$ cat src/sv/mfd_pkg.sv
// Package for the mesh frame deframer: phase codes, frame constants and the
// structs passed between the phase machine, output register and top level.
// No dependencies.
`timescale 1ns / 1ps

package mfd_pkg;

	// Frame delimiters
	localparam logic [7:0]  SYNC_FIRST  = 8'hF1;
	localparam logic [7:0]  SYNC_SECOND = 8'hDD;
	localparam logic [15:0] TERMINATOR  = 16'h0D0A;

	// Position within the frame, one-hot
	typedef enum logic [11:0] {
		PH_HUNT    = 12'b0000_0000_0001,
		PH_SYNC2   = 12'b0000_0000_0010,
		PH_NET_ID  = 12'b0000_0000_0100,
		PH_SRC_HI  = 12'b0000_0000_1000,
		PH_SRC_LO  = 12'b0000_0001_0000,
		PH_DST_HI  = 12'b0000_0010_0000,
		PH_DST_LO  = 12'b0000_0100_0000,
		PH_KEY     = 12'b0000_1000_0000,
		PH_LEFT    = 12'b0001_0000_0000,
		PH_RIGHT   = 12'b0010_0000_0000,
		PH_TERM_HI = 12'b0100_0000_0000,
		PH_TERM_LO = 12'b1000_0000_0000
	} mfd_phase_t;

	// One decoded frame
	typedef struct packed {
		logic [7:0]  net_id;
		logic [15:0] src_addr;
		logic [15:0] dst_addr;
		logic [7:0]  key_byte;
		logic [7:0]  left_value;
		logic [7:0]  right_value;
		logic        frame_status;
	} mfd_frame_t;

	// Phase machine status towards the top level
	typedef struct packed {
		mfd_phase_t phase;
		logic       frame_end;
	} mfd_fsm_stat_t;

	// Frame hand-over from phase machine to output register
	typedef struct packed {
		logic       load;
		mfd_frame_t frame;
	} mfd_emit_t;

endpackage

$ cat src/sv/mfd_if.sv
// Handshake channels of the mesh frame deframer: received byte stream and
// decoded frame stream. No dependencies.
`timescale 1ns / 1ps

interface mfd_byte_if;
	logic       valid;
	logic       ready;
	logic [7:0] rx_byte;

	modport source (output valid, output rx_byte, input ready);
	modport sink   (input valid, input rx_byte, output ready);
endinterface

interface mfd_frame_if;
	logic        valid;
	logic        ready;
	logic [7:0]  net_id;
	logic [15:0] src_addr;
	logic [15:0] dst_addr;
	logic [7:0]  key_byte;
	logic [7:0]  left_value;
	logic [7:0]  right_value;
	logic        frame_status;

	modport source (output valid, output net_id, output src_addr, output dst_addr,
		output key_byte, output left_value, output right_value,
		output frame_status, input ready);
	modport sink (input valid, input net_id, input src_addr, input dst_addr,
		input key_byte, input left_value, input right_value,
		input frame_status, output ready);
endinterface

$ cat src/sv/mfd_phase_fsm.sv
// Phase machine of the mesh frame deframer: hunts for sync, captures the
// header and value bytes and checks the terminator. Depends on mfd_pkg.
`timescale 1ns / 1ps

module mfd_phase_fsm (
	input  logic                  clk,
	input  logic                  arst_n,
	input  logic                  accept,
	input  logic [7:0]            rx_byte,
	output mfd_pkg::mfd_fsm_stat_t stat,
	output mfd_pkg::mfd_emit_t     emit
);
	import mfd_pkg::*;

	mfd_phase_t  phase_q;
	mfd_phase_t  phase_nxt;
	logic [7:0]  net_id_q;
	logic [15:0] src_q;
	logic [15:0] dst_q;
	logic [7:0]  key_q;
	logic [7:0]  left_q;
	logic [7:0]  right_q;
	logic [7:0]  term_hi_q;
	mfd_phase_t  hunt_nxt;

	// A byte that fails the sync is checked again as a first sync byte
	assign hunt_nxt = (rx_byte == SYNC_FIRST) ? PH_SYNC2 : PH_HUNT;

	// Next phase
	always_comb begin
		case (phase_q)
			PH_SYNC2:   phase_nxt = (rx_byte == SYNC_SECOND) ? PH_NET_ID : hunt_nxt;
			PH_NET_ID:  phase_nxt = PH_SRC_HI;
			PH_SRC_HI:  phase_nxt = PH_SRC_LO;
			PH_SRC_LO:  phase_nxt = PH_DST_HI;
			PH_DST_HI:  phase_nxt = PH_DST_LO;
			PH_DST_LO:  phase_nxt = PH_KEY;
			PH_KEY:     phase_nxt = PH_LEFT;
			PH_LEFT:    phase_nxt = PH_RIGHT;
			PH_RIGHT:   phase_nxt = PH_TERM_HI;
			PH_TERM_HI: phase_nxt = PH_TERM_LO;
			PH_TERM_LO: phase_nxt = PH_HUNT;
			default:    phase_nxt = hunt_nxt;
		endcase
	end

	always_ff @(posedge clk or negedge arst_n) begin
		if (!arst_n) begin
			phase_q <= PH_HUNT;
		end else if (accept) begin
			phase_q <= phase_nxt;
		end
	end

	// Field capture; every field is written before a frame can complete
	always_ff @(posedge clk) begin
		if (accept) begin
			case (phase_q)
				PH_NET_ID:  net_id_q        <= rx_byte;
				PH_SRC_HI:  src_q[15:8]     <= rx_byte;
				PH_SRC_LO:  src_q[7:0]      <= rx_byte;
				PH_DST_HI:  dst_q[15:8]     <= rx_byte;
				PH_DST_LO:  dst_q[7:0]      <= rx_byte;
				PH_KEY:     key_q           <= rx_byte;
				PH_LEFT:    left_q          <= rx_byte;
				PH_RIGHT:   right_q         <= rx_byte;
				PH_TERM_HI: term_hi_q       <= rx_byte;
				default:    ;
			endcase
		end
	end

	// Frame hand-over on the last terminator beat
	assign emit.load               = accept && (phase_q == PH_TERM_LO);
	assign emit.frame.net_id       = net_id_q;
	assign emit.frame.src_addr     = src_q;
	assign emit.frame.dst_addr     = dst_q;
	assign emit.frame.key_byte     = key_q;
	assign emit.frame.left_value   = left_q;
	assign emit.frame.right_value  = right_q;
	assign emit.frame.frame_status = ({term_hi_q, rx_byte} != TERMINATOR);

	assign stat.phase     = phase_q;
	assign stat.frame_end = (phase_q == PH_TERM_LO);

endmodule

$ cat src/sv/mfd_out_reg.sv
// Output register of the mesh frame deframer: holds one decoded frame until
// the sink takes it. Depends on mfd_pkg and mfd_frame_if.
`timescale 1ns / 1ps

module mfd_out_reg (
	input  logic               clk,
	input  logic               arst_n,
	input  mfd_pkg::mfd_emit_t emit,
	mfd_frame_if.source        frm
);
	import mfd_pkg::*;

	logic       valid_q;
	mfd_frame_t frame_q;

	// Valid flag: set on load, cleared when the beat is taken
	always_ff @(posedge clk or negedge arst_n) begin
		if (!arst_n) begin
			valid_q <= 1'b0;
		end else if (emit.load) begin
			valid_q <= 1'b1;
		end else if (frm.ready) begin
			valid_q <= 1'b0;
		end
	end

	always_ff @(posedge clk) begin
		if (emit.load) begin
			frame_q <= emit.frame;
		end
	end

	assign frm.valid        = valid_q;
	assign frm.net_id       = frame_q.net_id;
	assign frm.src_addr     = frame_q.src_addr;
	assign frm.dst_addr     = frame_q.dst_addr;
	assign frm.key_byte     = frame_q.key_byte;
	assign frm.left_value   = frame_q.left_value;
	assign frm.right_value  = frame_q.right_value;
	assign frm.frame_status = frame_q.frame_status;

endmodule

$ cat src/sv/mesh_frame_deframer.sv
// Top level of the mesh frame deframer: phase machine plus output register.
// Depends on mfd_pkg, mfd_if, mfd_phase_fsm and mfd_out_reg.
//
//   channel | dir | beat content
//   --------+-----+-------------------------------------------------------
//   rx      | in  | rx_byte: one received byte
//   frm     | out | net_id, src_addr, dst_addr, key_byte, left_value,
//           |     | right_value, frame_status: one decoded frame
//
// One byte is taken per cycle; a frame appears on frm the cycle after its
// last terminator byte is taken. rx.ready drops only while the final
// terminator byte is due and the output register still holds an untaken
// frame. Reset returns the phase machine to hunting and empties the output.
`timescale 1ns / 1ps

module mesh_frame_deframer (
	input  logic         clk,
	input  logic         arst_n,
	mfd_byte_if.sink     rx,
	mfd_frame_if.source  frm
);
	import mfd_pkg::*;

	mfd_fsm_stat_t stat;
	mfd_emit_t     emit;
	logic          accept;

	// Only the frame-completing beat needs room in the output register
	assign rx.ready = !(stat.frame_end && frm.valid && !frm.ready);
	assign accept   = rx.valid && rx.ready;

	mfd_phase_fsm u_fsm (
		.clk     (clk),
		.arst_n  (arst_n),
		.accept  (accept),
		.rx_byte (rx.rx_byte),
		.stat    (stat),
		.emit    (emit)
	);

	mfd_out_reg u_out (
		.clk    (clk),
		.arst_n (arst_n),
		.emit   (emit),
		.frm    (frm)
	);

	// Phase register stays one-hot
	a_phase_onehot: assert property (@(posedge clk) disable iff (!arst_n)
		$onehot(stat.phase))
		else $error("phase register not one-hot");

	// Back-pressure only on the last terminator byte with a stalled output
	a_ready_cause: assert property (@(posedge clk) disable iff (!arst_n)
		!rx.ready |-> (stat.phase == PH_TERM_LO) && frm.valid)
		else $error("input stalled without cause");

	// A completed frame is presented in the next cycle
	a_frame_out: assert property (@(posedge clk) disable iff (!arst_n)
		accept && stat.frame_end |=> frm.valid && (stat.phase == PH_HUNT))
		else $error("completed frame not presented");

endmodule
$ cat src/flat_wrapper.sv
// flat-port wrapper written by rule: the top's interface ports become plain ports
module mesh_frame_deframer_flat import mfd_pkg::*;
  (clk, arst_n, rx_valid, rx_rx_byte, rx_ready, frm_valid, frm_net_id, frm_src_addr, frm_dst_addr, frm_key_byte, frm_left_value, frm_right_value, frm_frame_status, frm_ready);
  mfd_byte_if rx_i ();
  mfd_frame_if frm_i ();
  input  logic clk;
  input  logic arst_n;
  input wire logic [$bits(rx_i.valid)-1:0] rx_valid;
  input wire logic [$bits(rx_i.rx_byte)-1:0] rx_rx_byte;
  output wire logic [$bits(rx_i.ready)-1:0] rx_ready;
  output wire logic [$bits(frm_i.valid)-1:0] frm_valid;
  output wire logic [$bits(frm_i.net_id)-1:0] frm_net_id;
  output wire logic [$bits(frm_i.src_addr)-1:0] frm_src_addr;
  output wire logic [$bits(frm_i.dst_addr)-1:0] frm_dst_addr;
  output wire logic [$bits(frm_i.key_byte)-1:0] frm_key_byte;
  output wire logic [$bits(frm_i.left_value)-1:0] frm_left_value;
  output wire logic [$bits(frm_i.right_value)-1:0] frm_right_value;
  output wire logic [$bits(frm_i.frame_status)-1:0] frm_frame_status;
  input wire logic [$bits(frm_i.ready)-1:0] frm_ready;
  assign rx_i.valid = rx_valid;
  assign rx_i.rx_byte = rx_rx_byte;
  assign rx_ready = rx_i.ready;
  assign frm_valid = frm_i.valid;
  assign frm_net_id = frm_i.net_id;
  assign frm_src_addr = frm_i.src_addr;
  assign frm_dst_addr = frm_i.dst_addr;
  assign frm_key_byte = frm_i.key_byte;
  assign frm_left_value = frm_i.left_value;
  assign frm_right_value = frm_i.right_value;
  assign frm_frame_status = frm_i.frame_status;
  assign frm_i.ready = frm_ready;
  mesh_frame_deframer u_core (.clk(clk), .arst_n(arst_n), .rx(rx_i), .frm(frm_i));
endmodule
$ cat config.mk
export PLATFORM = sky130hd
export DESIGN_NAME = mesh_frame_deframer_flat
export DESIGN_NICKNAME = d
export VERILOG_FILES = /design/src/sv/mfd_pkg.sv /design/src/sv/mfd_if.sv /design/src/sv/mfd_phase_fsm.sv /design/src/sv/mfd_out_reg.sv /design/src/sv/mesh_frame_deframer.sv /design/src/flat_wrapper.sv
export SDC_FILE = /design/constraint.sdc
export NUM_CORES = 1
export LEC_CHECK = 0
export ABC_AREA = 0
export BUFFER_PORTS_ARGS = -buffer_cell sky130_fd_sc_hd__buf_2
export CAP_MARGIN = 20
export CORE_UTILIZATION = 50
export CTS_CLUSTER_SIZE = 28
export DETAILED_ROUTE_END_ITERATION = 8
export PLACE_DENSITY_LB_ADDON = 0.1
export SYNTH_ARGS = -nofsm -noshare
export SYNTH_HDL_FRONTEND = slang
export SYNTH_SLANG_ARGS = --single-unit
$ cat constraint.sdc
create_clock -name clk -period 4.65 [get_ports clk]
set_input_delay 0 -clock clk [delete_from_list [all_inputs] [get_ports clk]]
set_output_delay 0 -clock clk [all_outputs]
set_load 0.01 [all_outputs]
==> impl_metrics.ini, run 1 <==
[placement]
dpl.cell_count = 455
io_buffers = 78
hpwl_um = 5100
gp_congestion = 0.884

[yosys]
synth-compound-area-share = 0.0383
synthTopCellsByArea = edfxtp_1 (82%), dfrtp_1 (6.0%), nand2_1 (1.0%), nand2b_1 (0.87%), nor2_1 (0.82%)
ys_warn_count = 0
synth_edf_count = 137
synth-xor-area-share = 0.00348
synth_nets = 257
ys_ff_latch = 150
yosys.area_share.adder = 0
muxShareOfSynthArea = 0.00224
synth.distinct_cells = 41
synth-simple-area-share = 0.0661
seq_area_frac_synth = 0.882
synthCells = 245
ys.flop_type = edfxtp_1
avgSynthCellArea_um2 = 20.6
synth_top_area_frac = 0.817
syn-cell-area_um2 = 5040
yosys.area.top_type = edfxtp_1
async_reset_ff_frac = 0.0867
synth_top_family_by_area = simple AND/OR/NAND/NOR gates

[floorplan]
die_y_um = 102
coreArea_um2 = 9770
die_area_um2 = 10500
die_w_um = 102
rows = 36
ioPinCount = 79
initial_core_util = 0.515

[cells_and_area]
antenna_cells = 0
final_common_cell = edfxtp_1
finalNetCount = 367
seqCellArea_um2 = 4440
layout_common_cells = edfxtp_1 (137), buf_2 (78), clkbuf_16 (16), nand2_1 (14), dlygate4sd3_1 (14)
drive_above_1_share = 0.337
instances_no_fill = 501
fillerInstances = 709
multi_input_area_um2 = 568
syn2layout_area_growth_pct = 26.8

[cts]
tritoncts = yes
cts_root_buf = clkbuf_8
cts_inserted_buffers = 17
clkLatencyLatePin_ps = 510
cts_setup_buffers = 0
clk_pin_slew_worst_paths_ps = 60
h-tree-depth = 4
cts_num_sinks = 150
cts.path.max_buffers = 2

[power]
total_leakage_power_nw = 2.27
irDropWorstVdd_mv = 0.281
power_density_nw_per_um2 = 462

[worst_setup_path]
crit_slowest_cell = nor2_4
arrival_ps = 3180
crit_fanout = 38
crit_type = flop to flop
slowest_delay_ps = 690
ff2ff_path_depth = 4
rrSetupSlack_ps = 1670
rr_endpoint = u_core.u_out.frm.dst_addr[0]$_DFFE_PP_
worst_ep_required_time_ps = 4850
crit-reg2reg-launch = u_core.u_fsm.phase_q[2]$_DFFE_PN0N_
worstSetupEndpointType = flop
start_kind = flop
path_cells = or4_1 > or4_4 > nor2_4 > buf_12

[status]
status = finished clean

[global_routing]
grt_overflow = 0
grt.total_usage = 0.176
grt_max_degree = 39
grt_pass1_wl_um = 12600
antenna_found_initial = 0
grt_pass1_vias = 2298

[detailed_routing]
drc = 0
first_iter_violations = 74
routed_wl_um = 8310
wl_per_cell_um = 16.6
drt_pass1_iterations = 4
via_per_inst = 4.92
num_vias = 2463
final_antenna_net_count = 0

[sta]
relSlewSlack = 0.307
rsz0062_at_grt = false
fmax_mhz = 335
worstMarginPinSlew_ps = 1030
fin_crit_sh = 0.641
finalSetupViolations = 0
finalHoldViolations = 0
period_needed_ps = 2980
setup_tns_ps = 0
skew_ps = 8.28
drv_slew = 0

[flow_run]
maxCapViolations = 0

[min_path]
whs_endpoint = u_core.u_out.frm.left_value[5]$_DFFE_PP_
hold_path_depth = 0
hold_class = flop to flop
min_from = u_core.u_fsm.left_q[5]$_DFFE_PP_
-- cell families after synthesis --
group / Yosys count
buffers and inverters: 7
DFF: 150
AOI/OAI and AO/OA: 24
xor gates and xnor gates: 2
muxes: 1
and+or+nand+nor: 61
-- registers in the layout, summed over array words and instances, names as in the netlist --
register and cells:
u_core.u_out.frm.left_value 8, u_core.u_out.frm.src_addr 16, u_core.u_fsm.src_q 16, u_core.u_fsm.dst_q 16, u_core.u_fsm.term_hi_q 8, u_core.u_out.frm.right_value 8
u_core.u_fsm.key_q 8, u_core.u_fsm.net_id_q 8, u_core.u_fsm.phase_q 12, u_core.u_fsm.left_q 8, u_core.u_fsm.right_q 8, u_core.u_out.frm.key_byte 8
u_core.u_out.frm.valid 1, u_core.u_out.frm.dst_addr 16, u_core.u_out.frm.frame_status 1, u_core.u_out.frm.net_id 8
-- how the worst max path moves through the flow --
stage | from | end | slack [ps]
after global routing | u_core.u_fsm.phase_q[2]$_DFFE_PN0N_ | u_core.u_out.frm.dst_addr[0]$_DFFE_PP_ | 1540
after global placement | u_core.u_fsm.phase_q[2]$_DFFE_PN0N_ | u_core.u_out.frm.dst_addr[0]$_DFFE_PP_ | 1680
after floorplan | u_core.u_fsm.phase_q[5]$_DFFE_PN0N_ | u_core.u_out.frm.dst_addr[0]$_DFFE_PP_ | 920
after detailed placement | u_core.u_fsm.phase_q[2]$_DFFE_PN0N_ | u_core.u_out.frm.dst_addr[7]$_DFFE_PP_ | 1650
final | u_core.u_fsm.phase_q[2]$_DFFE_PN0N_ | u_core.u_out.frm.dst_addr[0]$_DFFE_PP_ | 1670
after CTS | u_core.u_fsm.phase_q[2]$_DFFE_PN0N_ | u_core.u_out.frm.dst_addr[0]$_DFFE_PP_ | 1630
-- synthesized netlist by cell type (3+ instances only) --
cell	count
edfxtp_1	137
nand2_1	14
dfrtp_1	12
nor2_1	11
nand2b_1	7
o21ai_0	6
nor3_1	5
nor4_1	5
inv_1	4
or2_2	4
a21o_1	3
nand4_1	3
-- routing by layer --
| metal | global-route usage | share of wire |
|---|---|---|
| met1 | 0.230 | 0.43 |
| met2 | 0.275 | 0.48 |
| met3 | 0.0581 | 0.076 |
| met4 | 0.0725 | 0.012 |
| met5 | 0 | 0 |
-- final cells by class --
type	count	area share
clock inverters	15	0.0353
well taps	133	0.0261
clock buffers	17	0.0648
repair buffers	94	0.0874
flip-flops and latches	150	0.695
multi-input cells	88	0.0889
inverters	4	0.00235
-- stage by stage --
stage                util  power [mW]  worst slack (ps)  hold WS, ps  instance area [µm²]
detailed placement  0.574        1.52              1650        -90.2                 5610
floorplan               -        1.50               915         -296                 5040
global placement    0.574        1.52              1680        -92.4                 5610
finish              0.653        2.95              1670          412                 6390
global route        0.653        3.03              1540          419                 6390
CTS                 0.653        2.98              1630          402                 6390
-- timing repair --
action,4_1_cts,5_1_grt
hold buffers,14,0
endpoints found under the hold margin,98,0
gates resized for setup,0,0
-- worst max-delay path: cells and delay by family, from the launching register on --
| family | cells | cell delay [ps] |
|---|---|---|
| AND/OR/NAND/NOR | 3 | 1940 |
| buffers and inverters | 1 | 310 |
| flip-flops | 1 | 410 |
-- report_power, final --
group          switching [mW]  internal [mW]
combinational          0.0252         0.0133
clock                   0.518          0.930
sequential           0.000117           1.46
total                   0.543           2.40
No activity file was read; power rests on OpenSTA's default activity.
==> run 2, diff against run 1 <==
--- a/config.mk
+++ b/config.mk
@@ -8,7 +8,7 @@
 export ABC_AREA = 0
 export BUFFER_PORTS_ARGS = -buffer_cell sky130_fd_sc_hd__buf_2
 export CAP_MARGIN = 20
-export CORE_UTILIZATION = 50
+export CORE_UTILIZATION = 55
 export CTS_CLUSTER_SIZE = 28
 export DETAILED_ROUTE_END_ITERATION = 8
 export PLACE_DENSITY_LB_ADDON = 0.1
==> constraint.sdc (replaced) <==
create_clock -name clk -period 2.9 [get_ports clk]
set_input_delay 0 -clock clk [delete_from_list [all_inputs] [get_ports clk]]
set_output_delay 0 -clock clk [all_outputs]
set_load 0.01 [all_outputs]
==> run 2 against run 1 <==
Compared with the run above:
- global-route usage rose by 2.2 points
- largest cell class unchanged
- setup slack got worse by 1500 ps
- hold slack got worse by 35 ps
- critical endpoint is now u_core.u_out.frm.src_addr[15]$_DFFE_PP_
- sequential cell count did not move
- cell area fell by 0.76%
- core utilization rose by 6.6 points
- sequential power rose by 60%
- the run now ends with DRC left
- clock skew barely moved
- first-iteration DRC count rose by 62%
- clock power rose by 39%
- non-clock buffer count rose by 9
==> impl_metrics.ini, run 2 (same netlist as run 1, synthesis figures left out) <==
[cells_and_area]
syn2layout_area_growth_pct = 25.8
utilization = 0.720
instances_no_fill = 484
final_common_cell = edfxtp_1
antenna_cells = 0
drive_above_1_share = 0.354
layout_common_cells = edfxtp_1 (137), buf_2 (78), clkbuf_16 (16), nand2_1 (14), dlygate4sd3_1 (14)
finalNetCount = 376
postLayoutCellArea_um2 = 6340

[worst_setup_path]
crit_type = flop to flop
worst_ep_required_time_ps = 3110
start_kind = flop
arrival_ps = 2950
crit_fanout = 19
worstSetupEndpointType = flop

[cts]
cts-resized-gates = 0
cts_root_buf = clkbuf_8
clk_pin_slew_worst_paths_ps = 60
cts_inserted_buffers = 17
clkLatencyLatePin_ps = 510
cts_setup_buffers = 0
tritoncts = yes
cts_num_sinks = 150
cts.path.max_buffers = 2
h-tree-depth = 4
postCtsHoldBufs = 14

[detailed_routing]
wl_per_cell_um = 18.2
first_iter_violations = 120
final_antenna_net_count = 0
num_vias = 2587
drt_pass1_iterations = 8
routed_wl_um = 8810
via_per_inst = 5.35
drc = 12

[sta]
fin_ws_ps = 162
finalHoldViolations = 0
fin_crit_sh = 0.944
drv_slew = 0
setup_tns_ps = 0
worstMarginPinSlew_ps = 975
relSlewSlack = 0.345
fmax_mhz = 365
skew_ps = 8.10
rsz0062_at_grt = false
period_needed_ps = 2740
finalSetupViolations = 0

[floorplan]
coreArea_um2 = 8810
rows = 34
die_w_um = 97.7
die_area_um2 = 9550
initial_core_util = 0.572
die_y_um = 97.7
ioPinCount = 79

[placement]
io_buffers = 78
dpl.cell_count = 439
gp_congestion = 0.833
place_area_um2 = 5650
pre_cts_ws_ps = 155
hpwl_um = 5420

[global_routing]
antenna_found_initial = 0
grt_pass1_wl_um = 13500
grt.total_usage = 0.198
grt_pass1_vias = 2519
grt_max_degree = 36
grt_overflow = 0

[power]
total_leakage_power_nw = 2.28
clockPowerShare = 0.456
switching_share = 0.191
power_density_nw_per_um2 = 697
power_frac_comb = 0.014
seqPwrFrac = 0.530
switchingPower_mw = 0.844
internal_power_mw = 3.57
irDropWorstVdd_mv = 0.435

[min_path]
hold_class = primary input to flop

[status]
status = complete, but fails checks
violations = DRC

[flow_run]
maxCapViolations = 0
[run 2: cell type report]
| type | count | area (µm²) |
|---|---|---|
| fillers | 549 | 2470 |
| clock buffers | 17 | 414 |
| clock inverters | 14 | 136 |
| flip-flops and latches | 150 | 4440 |
| repair buffers | 103 | 626 |
| multi-input cells | 88 | 572 |
| well taps | 108 | 135 |
| inverters | 4 | 15.0 |
[run 2: worst max-delay path, stage by stage (launching register included)]
cell     delay (ps)
dfrtp_1         410
or4_4           570
or4_4           600
nor2_4          510
buf_4           330
[run 2: path summary, 6_finish.rpt]
kind | from | to | slack, ps | cells after the start
max | u_core.u_fsm.phase_q[3]$_DFFE_PN0N_ | u_core.u_out.frm.src_addr[15]$_DFFE_PP_ | 160 | 4
min | rx_rx_byte[3] | u_core.u_fsm.net_id_q[3]$_DFFE_PP_ | 380 | 2
max reg2reg | u_core.u_fsm.phase_q[3]$_DFFE_PN0N_ | u_core.u_out.frm.src_addr[15]$_DFFE_PP_ | 160 | 4
min reg2reg | u_core.u_fsm.src_q[0]$_DFFE_PP_ | u_core.u_out.frm.src_addr[0]$_DFFE_PP_ | 410 | 0
max in group asynchronous | arst_n | u_core.u_fsm.phase_q[6]$_DFFE_PN0N_ | 1370 | 4
min in group asynchronous | arst_n | u_core.u_fsm.phase_q[0]$_DFFE_PN1N_ | 510 | 3
[run 2: metrics by stage]
stage	hold slack, ps	total power, mW
5_1_grt	412	4.54
3_5_place_dp	-87.1	2.44
2_1_floorplan	-296	2.40
3_3_place_gp	-93.7	2.44
4_1_cts	368	4.45
6_report	377	4.42
[run 2: power by group through the flow]
stage	registers [mW]	clock network (mW)	logic [mW]
floorplan	2.39	0	0.0116
global placement	2.39	0	0.0486
detailed placement	2.39	0	0.0495
CTS	2.34	2.05	0.0633
global route	2.34	2.13	0.0676
finish	2.34	2.01	0.0615
[run 2: per-layer routing]
metal | global-route usage | up-vias | wire, µm
li1 | - | 1202 | -
met1 | 0.254 | 1288 | 3690
met2 | 0.320 | 87 | 4480
met3 | 0.0547 | 10 | 511
met4 | 0.0886 | 0 | 118
met5 | 0 | - | 0
==> run 3, diff against run 2 <==
--- a/config.mk
+++ b/config.mk
@@ -11,6 +11,7 @@
 export CORE_UTILIZATION = 55
 export CTS_CLUSTER_SIZE = 28
 export DETAILED_ROUTE_END_ITERATION = 8
+export GPL_TIMING_DRIVEN = 0
 export PLACE_DENSITY_LB_ADDON = 0.1
 export SYNTH_ARGS = -nofsm -noshare
 export SYNTH_HDL_FRONTEND = slang
==> run 3 against run 2 <==
Compared with the run above:
- the flow still finishes with violations (DRC)
- register-to-register slack about the same
- sequential share of layout area down 0.18 points
- power up 0.28%
- hold slack better by 4.2 ps
- maximum frequency up 0.40%
- cell area up 0.26%
- first-iteration DRC count up 15%
- count of clock-buffer cells in the layout up 2
- critical path type unchanged
- largest power group unchanged
==> impl_metrics.ini, run 3 (same netlist as run 1, synthesis figures left out) <==
[status]
violations = DRC
status = complete, but fails checks

[worst_setup_path]
crit_fanout = 25
rrSetupSlack_ps = 170
start_kind = flop
crit_type = flop to flop
crit-reg2reg-launch = u_core.u_fsm.phase_q[3]$_DFFE_PN0N_
worst_ep_required_time_ps = 3110
rr_endpoint = u_core.u_out.frm.dst_addr[2]$_DFFE_PP_
worstSetupEndpointType = flop
ff2ff_path_depth = 5
arrival_ps = 2940

[sta]
finalHoldViolations = 0
relSlewSlack = 0.450
finalSetupViolations = 0
worstMarginPinSlew_ps = 822
fin_ws_ps = 173
rsz0062_at_grt = false
drv_slew = 0
period_needed_ps = 2730
skew_ps = 6.46
fin_crit_sh = 0.940
setup_tns_ps = 0
fmax_mhz = 367

[floorplan]
initial_core_util = 0.572
ioPinCount = 79
die_area_um2 = 9550
rows = 34
coreArea_um2 = 8810
die_y_um = 97.7
die_w_um = 97.7

[detailed_routing]
first_iter_violations = 138
wl_met1_um = 3660
wl_met3_um = 391
wl_per_cell_um = 17.6
drc = 12
final_antenna_net_count = 0
via_per_inst = 5.34
drt_pass1_iterations = 6
met2_length_um = 4240
maxUsedRoutingLayer = met4
routed_wl_um = 8450
num_vias = 2567

[cts]
cts-resized-gates = 0
clkLatencyLatePin_ps = 510
cts_inserted_buffers = 17
h-tree-depth = 4
cts_root_buf = clkbuf_8
clk_pin_slew_worst_paths_ps = 60
cts_num_sinks = 150
cts.path.max_buffers = 2
cts_setup_buffers = 0
tritoncts = yes

[flow_run]
maxCapViolations = 0

[power]
total_leakage_power_nw = 2.27
irDropWorstVdd_mv = 0.501
power_density_nw_per_um2 = 697

[placement]
io_buffers = 78
hpwl_um = 5080
gp_congestion = 0.931
pre_cts_ws_ps = 24.1

[global_routing]
grt_overflow = 0
grt_pass1_wl_um = 12700
grt_pass1_vias = 2427
grt_max_degree = 26
antenna_found_initial = 0
grt.total_usage = 0.188

[cells_and_area]
syn2layout_area_growth_pct = 26.2
fillerInstances = 552
finalNetCount = 373
drive_above_1_share = 0.346
layout_common_cells = edfxtp_1 (137), buf_2 (78), clkbuf_16 (16), nand2_1 (14), dlygate4sd3_1 (14)
final_common_cell = edfxtp_1
antenna_cells = 0

[min_path]
whs_endpoint = u_core.u_fsm.key_q[3]$_DFFE_PP_
min_from = rx_rx_byte[3]
hold_path_depth = 2
hold_class = primary input to flop
## run 3: cell count changes in the layout (fill, tap and decap cells not counted), moves of 2 or more
| cell | previous run | this run |
|---|---|---|
| buf_4 | 10 | 1 |
| buf_6 | 0 | 3 |
| buf_16 | 0 | 2 |
| clkbuf_1 | 0 | 2 |
| clkinv_2 | 4 | 2 |
## run 3: report_power, final
| group | total, mW | switching [mW] | internal [mW] |
|---|---|---|---|
| logic | 0.0634 | 0.0407 | 0.0228 |
| registers | 2.34 | 0.000104 | 2.34 |
| clock network | 2.02 | 0.807 | 1.22 |
| total | 4.43 | 0.848 | 3.58 |
## run 3: what timing repair did
item	in CTS	in global routing
hold endpoints to repair	96	0
setup endpoints to repair	0	22
hold buffers	14	0
## run 3: how the worst max path moves through the flow
| stage | startpoint | endpoint | slack (ps) | cells after the start |
|---|---|---|---|---|
| after floorplan | u_core.u_fsm.phase_q[3]$_DFFE_PN0N_ | u_core.u_out.frm.dst_addr[0]$_DFFE_PP_ | -6 | 3 |
| after global placement | u_core.u_fsm.phase_q[3]$_DFFE_PN0N_ | u_core.u_out.frm.src_addr[10]$_DFFE_PP_ | -450 | 3 |
| after detailed placement | u_core.u_fsm.phase_q[3]$_DFFE_PN0N_ | u_core.u_out.frm.src_addr[10]$_DFFE_PP_ | 20 | 5 |
| after CTS | u_core.u_fsm.phase_q[3]$_DFFE_PN0N_ | u_core.u_out.frm.dst_addr[3]$_DFFE_PP_ | 10 | 5 |
| after global routing | u_core.u_fsm.phase_q[3]$_DFFE_PN0N_ | u_core.u_fsm.dst_q[11]$_DFFE_PP_ | 60 | 5 |
| final | u_core.u_fsm.phase_q[3]$_DFFE_PN0N_ | u_core.u_out.frm.dst_addr[2]$_DFFE_PP_ | 170 | 5 |
## run 3: cell type report
type,instances,area [µm²],share of cell area
buffer,3,33.8,0.00532
clock buffer,19,422,0.0664
clock inverter,12,130,0.0205
inverter,4,15.0,0.00236
multi-input combinational,89,578,0.0910
sequential,150,4440,0.699
tap,108,135,0.0213
timing repair buffer,96,601,0.0945
## run 3: worst max-delay path, stage by stage, from the launching register on
cell and delay [ps]:
dfrtp_1 410, or4_4 570, or4_4 630, nor2_4 370, buf_16 230, buf_16 180
## run 3: through the flow
stage | hold slack, ps | cells | util | instance area [µm²] | power, mW
after floorplan | -296 | 245 | - | 5050 | 2.40
after global placement | -91.8 | 431 | 0.634 | 5580 | 2.44
after detailed placement | -82.5 | 434 | 0.642 | 5650 | 2.44
after CTS | 365 | 479 | 0.720 | 6340 | 4.46
after global routing | 382 | 481 | 0.722 | 6350 | 4.55
final | 381 | 481 | 0.722 | 6350 | 4.43
## run 3: per-layer routing
metal  up-vias  global-route usage
li1       1198                   -
met1      1266               0.238
met2        91               0.296
met3        12              0.0655
met4         0              0.0897
met5         -                   0
